[src/assert_macros.svh]
// Assertion macros for the RTL file that carries concurrent checks.
`ifndef ASSERT_MACROS_SVH
`define ASSERT_MACROS_SVH

// Checks that b holds in the same cycle whenever a holds.
`define ASSERT_IMPLIES(label, clk, rst_n, a, b) \
	label: assert property (@(posedge clk) disable iff (!(rst_n)) (a) |-> (b)) \
		else $error("implication check failed");

// Checks that b holds in the cycle after a holds.
`define ASSERT_NEXT(label, clk, rst_n, a, b) \
	label: assert property (@(posedge clk) disable iff (!(rst_n)) (a) |=> (b)) \
		else $error("next-cycle check failed");

`endif

[src/frp_pkg.sv]
// Package with types, constants and codes of the fragment reassembly receiver.
package frp_pkg;

	localparam int BUFFER_BYTES = 128;
	localparam int FRAG_BYTES = 16;
	localparam int STORE_WORDS = (BUFFER_BYTES + 7) / 8;
	localparam int POS_W = $clog2(BUFFER_BYTES + 1);
	localparam int ADDR_W = $clog2(STORE_WORDS);

	localparam logic [15:0] TIMEOUT_RESET = 16'd5000;
	localparam logic [7:0] ACK_RESET = 8'd0;

	localparam logic [2:0] ST_ACCEPT = 3'd0;
	localparam logic [2:0] ST_ACK = 3'd1;
	localparam logic [2:0] ST_WORD = 3'd2;
	localparam logic [2:0] ST_FAIL = 3'd3;
	localparam logic [2:0] ST_REJECT = 3'd4;
	localparam logic [2:0] ST_IDLE = 3'd5;

	localparam logic OP_FRAG = 1'b0;
	localparam logic OP_TICK = 1'b1;

	localparam logic [1:0] CH_START = 2'd0;
	localparam logic [1:0] CH_MIDDLE = 2'd1;
	localparam logic [1:0] CH_END = 2'd2;

	localparam logic REG_ACK = 1'b0;
	localparam logic REG_TIMEOUT = 1'b1;

	typedef struct packed {
		logic operation;
		logic [1:0] channel;
		logic [15:0] total_length;
		logic [63:0] payload_lo;
		logic [63:0] payload_hi;
	} in_t;

	typedef struct packed {
		logic [2:0] status;
		logic [63:0] data_word;
		logic [3:0] word_index;
		logic [7:0] message_length;
		logic last_word;
	} out_t;

	typedef struct packed {
		logic [7:0] ack_code;
		logic [15:0] timeout_ticks;
	} cfg_t;

	typedef struct packed {
		logic [2:0] status;
		logic store;
		logic deliver;
		logic [ADDR_W-1:0] waddr;
		logic [POS_W-1:0] len;
		logic [63:0] payload_lo;
		logic [63:0] payload_hi;
	} cmd_t;

endpackage

[src/frp_front.sv]
// Front part: accepts items, keeps reassembly and timer state, issues commands.
module frp_front (
	input logic clk,
	input logic arst_n,
	input logic push,
	output logic full,
	input frp_pkg::in_t item,
	input frp_pkg::cfg_t cfg,
	input logic q_full,
	output logic cmd_push,
	output frp_pkg::cmd_t cmd
);
	import frp_pkg::*;

	logic [POS_W-1:0] wp_q, wp_n;
	logic [POS_W-1:0] exp_q, exp_n;
	logic [15:0] tcnt_q, tcnt_n;
	logic trun_q, trun_n;
	logic accept;
	logic [POS_W:0] wp_sum;
	logic fits;
	logic [15:0] tcnt_inc;
	logic [15:0] limit;

	assign accept = push && !q_full;
	assign full = q_full;
	assign cmd_push = accept;

	assign wp_sum = {1'b0, wp_q} + (POS_W + 1)'(FRAG_BYTES);
	assign fits = wp_sum <= (POS_W + 1)'(BUFFER_BYTES);
	assign tcnt_inc = tcnt_q + 16'd1;
	assign limit = (cfg.timeout_ticks == 16'd0) ? 16'd1 : cfg.timeout_ticks;

	always_comb begin
		wp_n = wp_q;
		exp_n = exp_q;
		tcnt_n = tcnt_q;
		trun_n = trun_q;
		cmd.status = ST_IDLE;
		cmd.store = 1'b0;
		cmd.deliver = 1'b0;
		cmd.waddr = wp_q[ADDR_W+2:3];
		cmd.len = exp_q;
		cmd.payload_lo = item.payload_lo;
		cmd.payload_hi = item.payload_hi;
		if (item.operation == OP_TICK) begin
			if (trun_q) begin
				tcnt_n = tcnt_inc;
				if (tcnt_inc >= limit) begin
					cmd.status = ST_FAIL;
					wp_n = '0;
					exp_n = POS_W'(BUFFER_BYTES);
					tcnt_n = '0;
					trun_n = 1'b0;
				end
			end
		end else if (item.channel == CH_START) begin
			if (item.payload_lo[7:0] == cfg.ack_code) begin
				cmd.status = ST_ACK;
			end else if (item.total_length > 16'(BUFFER_BYTES)) begin
				cmd.status = ST_FAIL;
				wp_n = '0;
				exp_n = POS_W'(BUFFER_BYTES);
				tcnt_n = '0;
				trun_n = 1'b0;
			end else begin
				cmd.status = ST_ACCEPT;
				cmd.store = 1'b1;
				cmd.waddr = '0;
				wp_n = POS_W'(FRAG_BYTES);
				exp_n = item.total_length[POS_W-1:0];
				tcnt_n = '0;
				trun_n = 1'b1;
			end
		end else if (item.channel != CH_MIDDLE && item.channel != CH_END) begin
			cmd.status = ST_REJECT;
		end else if (wp_q == '0) begin
			cmd.status = ST_REJECT;
		end else if (!fits) begin
			cmd.status = ST_FAIL;
			wp_n = '0;
			exp_n = POS_W'(BUFFER_BYTES);
			tcnt_n = '0;
			trun_n = 1'b0;
		end else if (item.channel == CH_MIDDLE) begin
			cmd.status = ST_ACCEPT;
			cmd.store = 1'b1;
			wp_n = wp_sum[POS_W-1:0];
			tcnt_n = '0;
			trun_n = 1'b1;
		end else begin
			cmd.store = 1'b1;
			cmd.status = ST_FAIL;
			if (wp_sum >= {1'b0, exp_q}) begin
				cmd.status = ST_WORD;
				cmd.deliver = 1'b1;
			end
			wp_n = '0;
			exp_n = POS_W'(BUFFER_BYTES);
			tcnt_n = '0;
			trun_n = 1'b0;
		end
	end

	always_ff @(posedge clk or negedge arst_n) begin
		if (!arst_n) begin
			wp_q <= '0;
			exp_q <= POS_W'(BUFFER_BYTES);
			tcnt_q <= '0;
			trun_q <= 1'b0;
		end else if (accept) begin
			wp_q <= wp_n;
			exp_q <= exp_n;
			tcnt_q <= tcnt_n;
			trun_q <= trun_n;
		end
	end

endmodule

[src/frp_cmd_fifo.sv]
// Two-entry command queue between the front and back parts.
module frp_cmd_fifo (
	input logic clk,
	input logic arst_n,
	input logic push,
	input frp_pkg::cmd_t wdata,
	output logic full,
	input logic pop,
	output logic valid,
	output frp_pkg::cmd_t rdata
);
	import frp_pkg::*;

	cmd_t ent_q [2];
	logic wptr_q, rptr_q;
	logic [1:0] cnt_q;
	logic do_push, do_pop;

	assign full = cnt_q == 2'd2;
	assign valid = cnt_q != 2'd0;
	assign rdata = ent_q[rptr_q];
	assign do_push = push && !full;
	assign do_pop = pop && valid;

	always_ff @(posedge clk) begin
		if (do_push) begin
			ent_q[wptr_q] <= wdata;
		end
	end

	always_ff @(posedge clk or negedge arst_n) begin
		if (!arst_n) begin
			wptr_q <= 1'b0;
			rptr_q <= 1'b0;
			cnt_q <= 2'd0;
		end else begin
			if (do_push) begin
				wptr_q <= !wptr_q;
			end
			if (do_pop) begin
				rptr_q <= !rptr_q;
			end
			cnt_q <= cnt_q + {1'b0, do_push} - {1'b0, do_pop};
		end
	end

endmodule

[src/frp_back.sv]
// Back part: writes fragments to the message store, drains messages, queues results.
module frp_back (
	input logic clk,
	input logic arst_n,
	input logic cmd_valid,
	input frp_pkg::cmd_t cmd,
	output logic cmd_pop,
	output logic empty,
	input logic pop,
	output frp_pkg::out_t result
);
	import frp_pkg::*;

	localparam logic [2:0] B_IDLE = 3'd0;
	localparam logic [2:0] B_WR_HI = 3'd1;
	localparam logic [2:0] B_STAT = 3'd2;
	localparam logic [2:0] B_RD = 3'd3;
	localparam logic [2:0] B_OUT = 3'd4;

	logic [2:0] state_q, state_n;
	logic [ADDR_W-1:0] k_q, k_n;
	cmd_t cur_q;
	logic [63:0] mem [STORE_WORDS];
	logic [63:0] rd_q;
	logic we;
	logic [ADDR_W-1:0] wa;
	logic [63:0] wd;
	logic re;
	logic [ADDR_W-1:0] last_idx;
	logic [63:0] mask;
	logic res_push;
	out_t res_data;

	out_t ent_q [2];
	logic owptr_q, orptr_q;
	logic [1:0] ocnt_q;
	logic ofull, do_opop;

	assign last_idx = (cur_q.len == '0) ? '0 : ADDR_W'((cur_q.len - POS_W'(1)) >> 3);

	always_comb begin
		mask = '1;
		if (cur_q.len == '0) begin
			mask = '0;
		end else if (k_q == last_idx && cur_q.len[2:0] != 3'd0) begin
			for (int b = 0; b < 8; b++) begin
				mask[b*8 +: 8] = (3'(b) < cur_q.len[2:0]) ? 8'hFF : 8'h00;
			end
		end
	end

	always_comb begin
		state_n = state_q;
		k_n = k_q;
		cmd_pop = 1'b0;
		we = 1'b0;
		wa = cmd.waddr;
		wd = cmd.payload_lo;
		re = 1'b0;
		res_push = 1'b0;
		res_data = '0;
		unique case (state_q)
			B_IDLE: begin
				if (cmd_valid) begin
					cmd_pop = 1'b1;
					if (cmd.store) begin
						we = 1'b1;
						state_n = B_WR_HI;
					end else begin
						state_n = B_STAT;
					end
				end
			end
			B_WR_HI: begin
				we = 1'b1;
				wa = cur_q.waddr + ADDR_W'(1);
				wd = cur_q.payload_hi;
				k_n = '0;
				state_n = cur_q.deliver ? B_RD : B_STAT;
			end
			B_STAT: begin
				res_data.status = cur_q.status;
				if (!ofull) begin
					res_push = 1'b1;
					state_n = B_IDLE;
				end
			end
			B_RD: begin
				re = 1'b1;
				state_n = B_OUT;
			end
			B_OUT: begin
				res_data.status = ST_WORD;
				res_data.data_word = rd_q & mask;
				res_data.word_index = 4'(k_q);
				res_data.message_length = 8'(cur_q.len);
				res_data.last_word = k_q == last_idx;
				if (!ofull) begin
					res_push = 1'b1;
					if (k_q == last_idx) begin
						state_n = B_IDLE;
					end else begin
						k_n = k_q + ADDR_W'(1);
						state_n = B_RD;
					end
				end
			end
			default: begin
				state_n = B_IDLE;
			end
		endcase
	end

	always_ff @(posedge clk) begin
		if (we) begin
			mem[wa] <= wd;
		end
		if (re) begin
			rd_q <= mem[k_q];
		end
		if (cmd_pop) begin
			cur_q <= cmd;
		end
	end

	always_ff @(posedge clk or negedge arst_n) begin
		if (!arst_n) begin
			state_q <= B_IDLE;
			k_q <= '0;
		end else begin
			state_q <= state_n;
			k_q <= k_n;
		end
	end

	assign ofull = ocnt_q == 2'd2;
	assign empty = ocnt_q == 2'd0;
	assign result = ent_q[orptr_q];
	assign do_opop = pop && !empty;

	always_ff @(posedge clk) begin
		if (res_push) begin
			ent_q[owptr_q] <= res_data;
		end
	end

	always_ff @(posedge clk or negedge arst_n) begin
		if (!arst_n) begin
			owptr_q <= 1'b0;
			orptr_q <= 1'b0;
			ocnt_q <= 2'd0;
		end else begin
			if (res_push) begin
				owptr_q <= !owptr_q;
			end
			if (do_opop) begin
				orptr_q <= !orptr_q;
			end
			ocnt_q <= ocnt_q + {1'b0, res_push} - {1'b0, do_opop};
		end
	end

endmodule

[src/fragment_reassembly_receiver_core.sv]
// A status result passes the command queue, the back part's command register and its
// result queue; a fragment is first written to the message store, low then high word.
// A delivered message then gives its words one at a time through the single read port
// of the message store, holding while the result queue is full. A two-entry command
// queue lets the front accept while the back part is busy. Reset is asynchronous: control
// and configuration return to their reset values, the message store is not cleared.
module fragment_reassembly_receiver_core (
	input logic clk,
	input logic arst_n,
	input logic push,
	output logic full,
	input frp_pkg::in_t item,
	output logic empty,
	input logic pop,
	output frp_pkg::out_t result,
	input logic psel,
	input logic penable,
	input logic pwrite,
	input logic [2:0] paddr,
	input logic [31:0] pwdata,
	output logic [31:0] prdata,
	output logic pready
);
	import frp_pkg::*;

	`include "assert_macros.svh"

	cfg_t cfg_q;
	logic q_full;
	logic cmd_push;
	cmd_t cmd_in;
	logic cmd_pop;
	logic cmd_valid;
	cmd_t cmd_head;

	assign pready = 1'b1;
	assign prdata = (paddr[2] == REG_TIMEOUT) ? {16'd0, cfg_q.timeout_ticks}
		: {24'd0, cfg_q.ack_code};

	always_ff @(posedge clk or negedge arst_n) begin
		if (!arst_n) begin
			cfg_q.ack_code <= ACK_RESET;
			cfg_q.timeout_ticks <= TIMEOUT_RESET;
		end else if (psel && penable && pwrite && pready) begin
			if (paddr[2] == REG_ACK) begin
				cfg_q.ack_code <= pwdata[7:0];
			end else begin
				cfg_q.timeout_ticks <= pwdata[15:0];
			end
		end
	end

	frp_front u_front (
		.clk(clk),
		.arst_n(arst_n),
		.push(push),
		.full(full),
		.item(item),
		.cfg(cfg_q),
		.q_full(q_full),
		.cmd_push(cmd_push),
		.cmd(cmd_in)
	);

	frp_cmd_fifo u_cmd_fifo (
		.clk(clk),
		.arst_n(arst_n),
		.push(cmd_push),
		.wdata(cmd_in),
		.full(q_full),
		.pop(cmd_pop),
		.valid(cmd_valid),
		.rdata(cmd_head)
	);

	frp_back u_back (
		.clk(clk),
		.arst_n(arst_n),
		.cmd_valid(cmd_valid),
		.cmd(cmd_head),
		.cmd_pop(cmd_pop),
		.empty(empty),
		.pop(pop),
		.result(result)
	);

	`ASSERT_IMPLIES(a_word_fields_zero, clk, arst_n, !empty && result.status != ST_WORD, result.data_word == 64'd0 && result.word_index == 4'd0 && !result.last_word)
	`ASSERT_IMPLIES(a_word_in_range, clk, arst_n, !empty && result.status == ST_WORD && result.message_length != 8'd0, {1'b0, result.word_index, 3'b000} < result.message_length)
	`ASSERT_IMPLIES(a_last_word_place, clk, arst_n, !empty && result.last_word && result.message_length != 8'd0, result.word_index == 4'((result.message_length - 8'd1) >> 3))

endmodule
[config.mk]
export PLATFORM = sky130hd
export DESIGN_NAME = fragment_reassembly_receiver_core
export DESIGN_NICKNAME = d
export VERILOG_FILES = /design/src/frp_pkg.sv /design/src/frp_front.sv /design/src/frp_cmd_fifo.sv /design/src/frp_back.sv /design/src/fragment_reassembly_receiver_core.sv
export VERILOG_INCLUDE_DIRS = /design/src /design/src/src
export SDC_FILE = /design/constraint.sdc
export NUM_CORES = 2
export LEC_CHECK = 0
export ABC_AREA = 1
export BUFFER_PORTS_ARGS = -buffer_cell sky130_fd_sc_hd__buf_2
export CORE_MARGIN = 2
export CORE_UTILIZATION = 45
export DETAILED_ROUTE_END_ITERATION = 12
export GPL_TIMING_DRIVEN = 0
export HOLD_SLACK_MARGIN = 0.06
export SLEW_MARGIN = 20
export SYNTH_ARGS = -nofsm -noshare
export SYNTH_HDL_FRONTEND = slang
export SYNTH_SLANG_ARGS = --single-unit
[constraint.sdc]
create_clock -name clk -period 23.3 [get_ports clk]
set_input_delay 6.99 -clock clk [delete_from_list [all_inputs] [get_ports clk]]
set_output_delay 6.99 -clock clk [all_outputs]
set_load 0.01 [all_outputs]
Yosys cells after proc, flatten, opt, wreduce, memory -nomap -nowiden
Memories as Yosys holds them, arrays and structs flattened. A register that Yosys moved wholly into a read port is not among the register bits.
Cells that the tools add are included.
{"block": "word_totals", "register_bits": 152, "latchBits": 0, "mem_bits_rw": 1474, "mem_bits_ro": 0, "output_inout_bits": 115, "mem_count": 3}
{"block": "op_classes", "n_addsub": 9, "multipliers": 0, "div": 0, "n_lt_le_gt_ge": 12, "n_eq_ne": 21, "n_shift": 0, "muxes": 100, "n_bitwise": 2, "reduce_logical": 32}
{"name": "u_back.mem", "depth": 16, "word_bits": 64, "read_ports": 1, "rd_ports_with_merged_regs": 1, "write_ports": 1, "line_no": "frp_back.sv:23", "text": "logic [63:0] mem [STORE_WORDS];"}
{"name": "u_cmd_fifo.ent_q", "depth": 2, "word_bits": 145, "read_ports": 1, "rd_ports_with_merged_regs": 0, "write_ports": 1, "line_no": "frp_cmd_fifo.sv:14", "text": "cmd_t ent_q [2];"}
{"name": "u_back.ent_q", "depth": 2, "word_bits": 80, "read_ports": 1, "rd_ports_with_merged_regs": 0, "write_ports": 1, "line_no": "frp_back.sv:34", "text": "out_t ent_q [2];"}
{"op": "8-bit two-way mux", "count": 27}
{"op": "64-bit two-way mux", "count": 3}
{"op": "16-bit two-way mux", "count": 9}
{"op": "77-bit two-way mux", "count": 1}
{"op": "64-bit AND", "count": 1}
{"op": "4-bit two-way mux", "count": 9}
{"op": "3-bit two-way mux", "count": 10}
{"op": "1-bit two-way mux", "count": 29}
{"op": "16-bit by 1-bit adder with 16-bit output, second input constant", "count": 1}
{"op": "16-bit greater-or-equal comparator", "count": 1}
{"op": "16-bit by 8-bit > comparator with 1-bit output, second input constant", "count": 1}
{"op": "16-bit logical NOT", "count": 1}
{"op": "8-bit logical NOT", "count": 2}
{"op": "3-bit case mux with 5 select lines", "count": 1}
{"op": "3-bit < comparator, first input constant", "count": 4}
{"op": "2-bit two-way mux", "count": 6}
{"op": "2-bit inequality test, second input constant", "count": 5}
{"op": "8-bit by 5-bit adder with 9-bit output, second input constant", "count": 1}
{"op": "9-bit by 8-bit greater-or-equal comparator with 1-bit output", "count": 1}
{"op": "9-bit by 8-bit less-or-equal comparator with 1-bit output, second input constant", "count": 1}
{"op": "4-bit by 1-bit adder with 4-bit output, second input constant", "count": 2}
{"op": "8-bit equality test", "count": 1}
{"op": "1-bit logical AND", "count": 8}
{"op": "4-bit case mux with 2 select lines", "count": 1}
{"op": "32 further kinds", "count": 50}

Depth between registers and ports, before layout
{"block": "depth", "word_depth": 9, "ltp_mapped": 17, "depth_no_buf": 16}

Hierarchy
From an unflattened synthesis, not the netlist that was laid out.
{"block": "unflattened", "hier_cells": 5341, "hier_area_um2": 67842.6}
{"mod": "frp_back", "n_inst": 1, "cells_per_inst": 3850, "area_per_inst_um2": 51879.8, "seq_area_each_um2": 40153.5}
{"mod": "frp_cmd_fifo", "n_inst": 1, "cells_per_inst": 790, "area_per_inst_um2": 10928.0, "seq_area_each_um2": 8808.4}
{"mod": "frp_front", "n_inst": 1, "cells_per_inst": 532, "area_per_inst_um2": 3757.4, "seq_area_each_um2": 726.9}
{"mod": "fragment_reassembly_receiver_core", "n_inst": 1, "cells_per_inst": 169, "area_per_inst_um2": 1277.5, "seq_area_each_um2": 606.8}

Least setup slack after synthesis
OpenSTA, ideal clock, no wires.
{"block": "synth_timing", "path_kind": "input-to-output", "from": "input paddr[2]", "to": "output prdata[4]", "t_arrival_ns": 7.501, "path_slack_ns": 8.809, "path_stages": 4, "cell_sequence": "inv_1 clkbuf_1 nand2_1 o21ai_0"}
{"block": "synth_between", "elab_chain_cells": 1}
{"element": "start, declared", "line_no": "fragment_reassembly_receiver_core.sv:19", "text": "input logic [2:0] paddr,"}
{"element": "16-bit two-way mux", "line_no": "fragment_reassembly_receiver_core.sv:37", "text": "assign prdata = (paddr[2] == REG_TIMEOUT) ? {16'd0, cfg_q.timeout_ticks}"}
{"element": "end, declared", "line_no": "fragment_reassembly_receiver_core.sv:21", "text": "output logic [31:0] prdata,"}
Every way passes these cells.

Worst setup path in the final report
{"block": "layout_timing", "from": "input paddr[2]", "to": "output prdata[7]"}
The elaborated chain is that of the path after synthesis.

==> flow_summary.ini <==
[synthesis]
ys_seq_area_share_pct = 76.2
syn_area_sq_um = 66000
synthCells = 5144
yosys_warnings = 0
synth.area.top_cells = edfxtp_1 74%, nand2_1 5.0%, o21ai_0 4.9%, nor2_1 4.8%, o22ai_1 2.9%
synth_top_area_share_pct = 73.6
ys_types = 41
yosysTopAreaCell = edfxtp_1
postSynthAreaPerCell_sq_um = 12.8
synth_seq_cells = 1686

[clock_network]
cts_made_buffers = 169
cts_max_path_buffers = 3
cts_hold_buf = 0
postCtsSetupRepairBufs = 0
cts_htree_levels = 4
cts_tree = built
cts_root_buf = clkbuf_16
post_cts_resized = 0
clk_latency_ps = 790
cts.sinks = 1686
path_clk_slew_ps = 60

[timing]
tns_ps = 0
slew_headroom_pct = 23.8
drv_slew = 0
fin_worst_skew_ps = 21.1
timing.fmax_mhz = 67.3
hold_viol = 0
worst_pin_slew_ps = 1130
finalCriticalPeriod_ps = 14870
rsz0062_at_grt = no
setup_violations = 0
fin_crit_sh_pct = 63.8

[finish]
final_cells = 7758
seqCellArea_sq_um = 50300
fillers = 12200
fin_util_pct = 53.5
multi_input_area_sq_um = 14700
layout.nets = 5919
final_cell_area_sq_um = 78000
syn2layout_area_growth_pct = 18.1
layout-drive-gt1-share_pct = 13.8

[die]
row_count = 140
core_sq_um = 146000
start_util_pct = 45.3
die_height_microns = 387
fp.dieArea_sq_um = 150000
fp.dieW_microns = 387
io_pins = 304

[worst_setup_path]
cp-startpoint = paddr[2]
cp-end-kind = primary output
rrSetupSlack_ps = 19470
path_max_fanout = 10
critPathLaunchType = primary input
path_class = in2out
r2r_start = u_back.state_q[2]
required_ps = 16310
cp.arrival_ps = 7880

[hold_path]
hold_path.class = reg2reg
hold_start = u_front.exp_q[7]

[global_routing]
grt_pass1_wl_mm = 269
gr-usage-all-layers_pct = 24.2
first_global_vias = 41000
overflow = 0
grt_antenna_before_repair = 10
grt_max_degree = 53

[place]
placed_cells = 7444
dpl.hpwl_mm = 130
placed_cell_area_sq_um = 72400
io_buffers = 268
place_congestion = 0.847

[flow_run]
drv_cap = 0

[power_and_ir_drop]
p_leak_uw = 0.0278
power_density_nw_per_um2 = 136
irDropWorstVdd_mv = 0.0899
p_total_uw = 10600

[detailed_routing]
vias = 42900
vias_per_cell = 5.53
remaining_drc_errors = 0
routed_wl_mm = 184
antenna_left = 0
first_pass_iters = 6
routedWlPerCell_microns = 23.7
dr.first_iter.drc_count = 5082

[outcome]
outcome = finished clean
-- through the flow --
stage                     hold slack (ps)  setup slack (ps)
after floorplan                       453              8810
after global placement                468              5340
after detailed placement              483              8440
after CTS                             492              8440
after global routing                  530              8310
final                                 490              8430
-- layer usage --
layer	up-vias	share of wire (%)	global-route usage (%)	wire, microns
met4	10	2.3	6.51	4270
met2	1869	46	38.5	85100
met5	-	0.031	0	57
li1	19700	-	-	-
met1	21100	43	34.5	78600
met3	251	8.5	4.19	15700
-- worst paths after layout --
path / end / cells after the start
worst min register to register: u_front.exp_q[7] / 2
min in group asynchronous: cfg_q[11] / 1
worst max-delay path: prdata[7] / 6
worst min-delay path: u_front.exp_q[7] / 2
max in group asynchronous: u_front.exp_q[7] / 2
worst max register to register: u_back.mem[15][24] / 11
-- where the power goes --
| part | internal [uW] | switching [uW] | leakage (uW) |
|---|---|---|---|
| sequential | 4410 | 158 | 0.0157 |
| combinational | 863 | 2450 | 0.00943 |
| clock | 1590 | 1140 | 0.00271 |
| total | 6860 | 3740 | 0.0278 |
-- critical path, cell delays in order --
cell      delay [ps]
buf_2            120
inv_1            110
clkbuf_1         300
nand2_1           80
o21ai_0          110
buf_2            180
-- cell usage after synthesis, drive strengths merged --
cell / count
o21bai: 1
a22oi: 15
dfrtp: 62
nand3b: 2
inv: 127
ha: 32
xor2: 17
and3: 2
nor3b: 1
nor4: 4
nand4: 24
clkbuf: 225
a41o: 1
o211ai: 1
o22ai: 308
or2: 2
nor2: 852
xnor2: 12
a311oi: 1
buf: 87
o21ai: 665
dfstp: 6
o21a: 1
a21oi: 54
nand2: 894
nor3: 4
a31oi: 66
edfxtp: 1618
mux2i: 1
nand3: 57
conb: 2
-- flip-flops by register name, indices dropped and copies added, names as in the netlist, 3 cells and up --
signal and count:
cfg_q 24, u_back.cur_q 80, u_back.ent_q 160, u_back.k_q 4
u_back.mem 1024, u_back.rd_q 64, u_back.state_q 3, u_cmd_fifo.ent_q 290
u_front.exp_q 8, u_front.tcnt_q 16, u_front.wp_q 4
-- layout by cell type (no fill, tap or decap), drive strengths merged, types with 2 or more instances in the layout --
master	instances
clkinv	62
and3	2
a21oi	54
clkinvlp	2
nand3b	2
o21ai	665
a22oi	15
ha	32
diode	2
o22ai	308
conb	19
edfxtp	1618
nor3	4
dfstp	6
a31oi	66
dfrtp	62
bufinv	18
nand3	57
nand4	24
xnor2	12
clkbuf	444
inv	138
nor4	4
buf	453
xor2	17
or2	2
nor2	852
nand2	894
-- cell type report --
type                    count  share of cell area [%]
diodes                      2                 0.00642
plain buffers             312                    1.71
clock buffers             219                    5.88
clock inverters            93                    1.19
inverters                 127                   0.614
multi-input cells        3036                    18.8
flip-flops and latches   1686                    64.5
well taps                1917                    3.07
repair buffers            366                    4.26
-- cells by family after synthesis --
family,share of synthesized area (%)
mux,0.0152
compound gates,9.24
fa+ha+maj,0.606
xor+xnor,0.385
other cells,0.0114
simple gates,10.8
buf+inv,2.73
flops,76.2
Note: power is estimated with default switching activity, not from simulation.
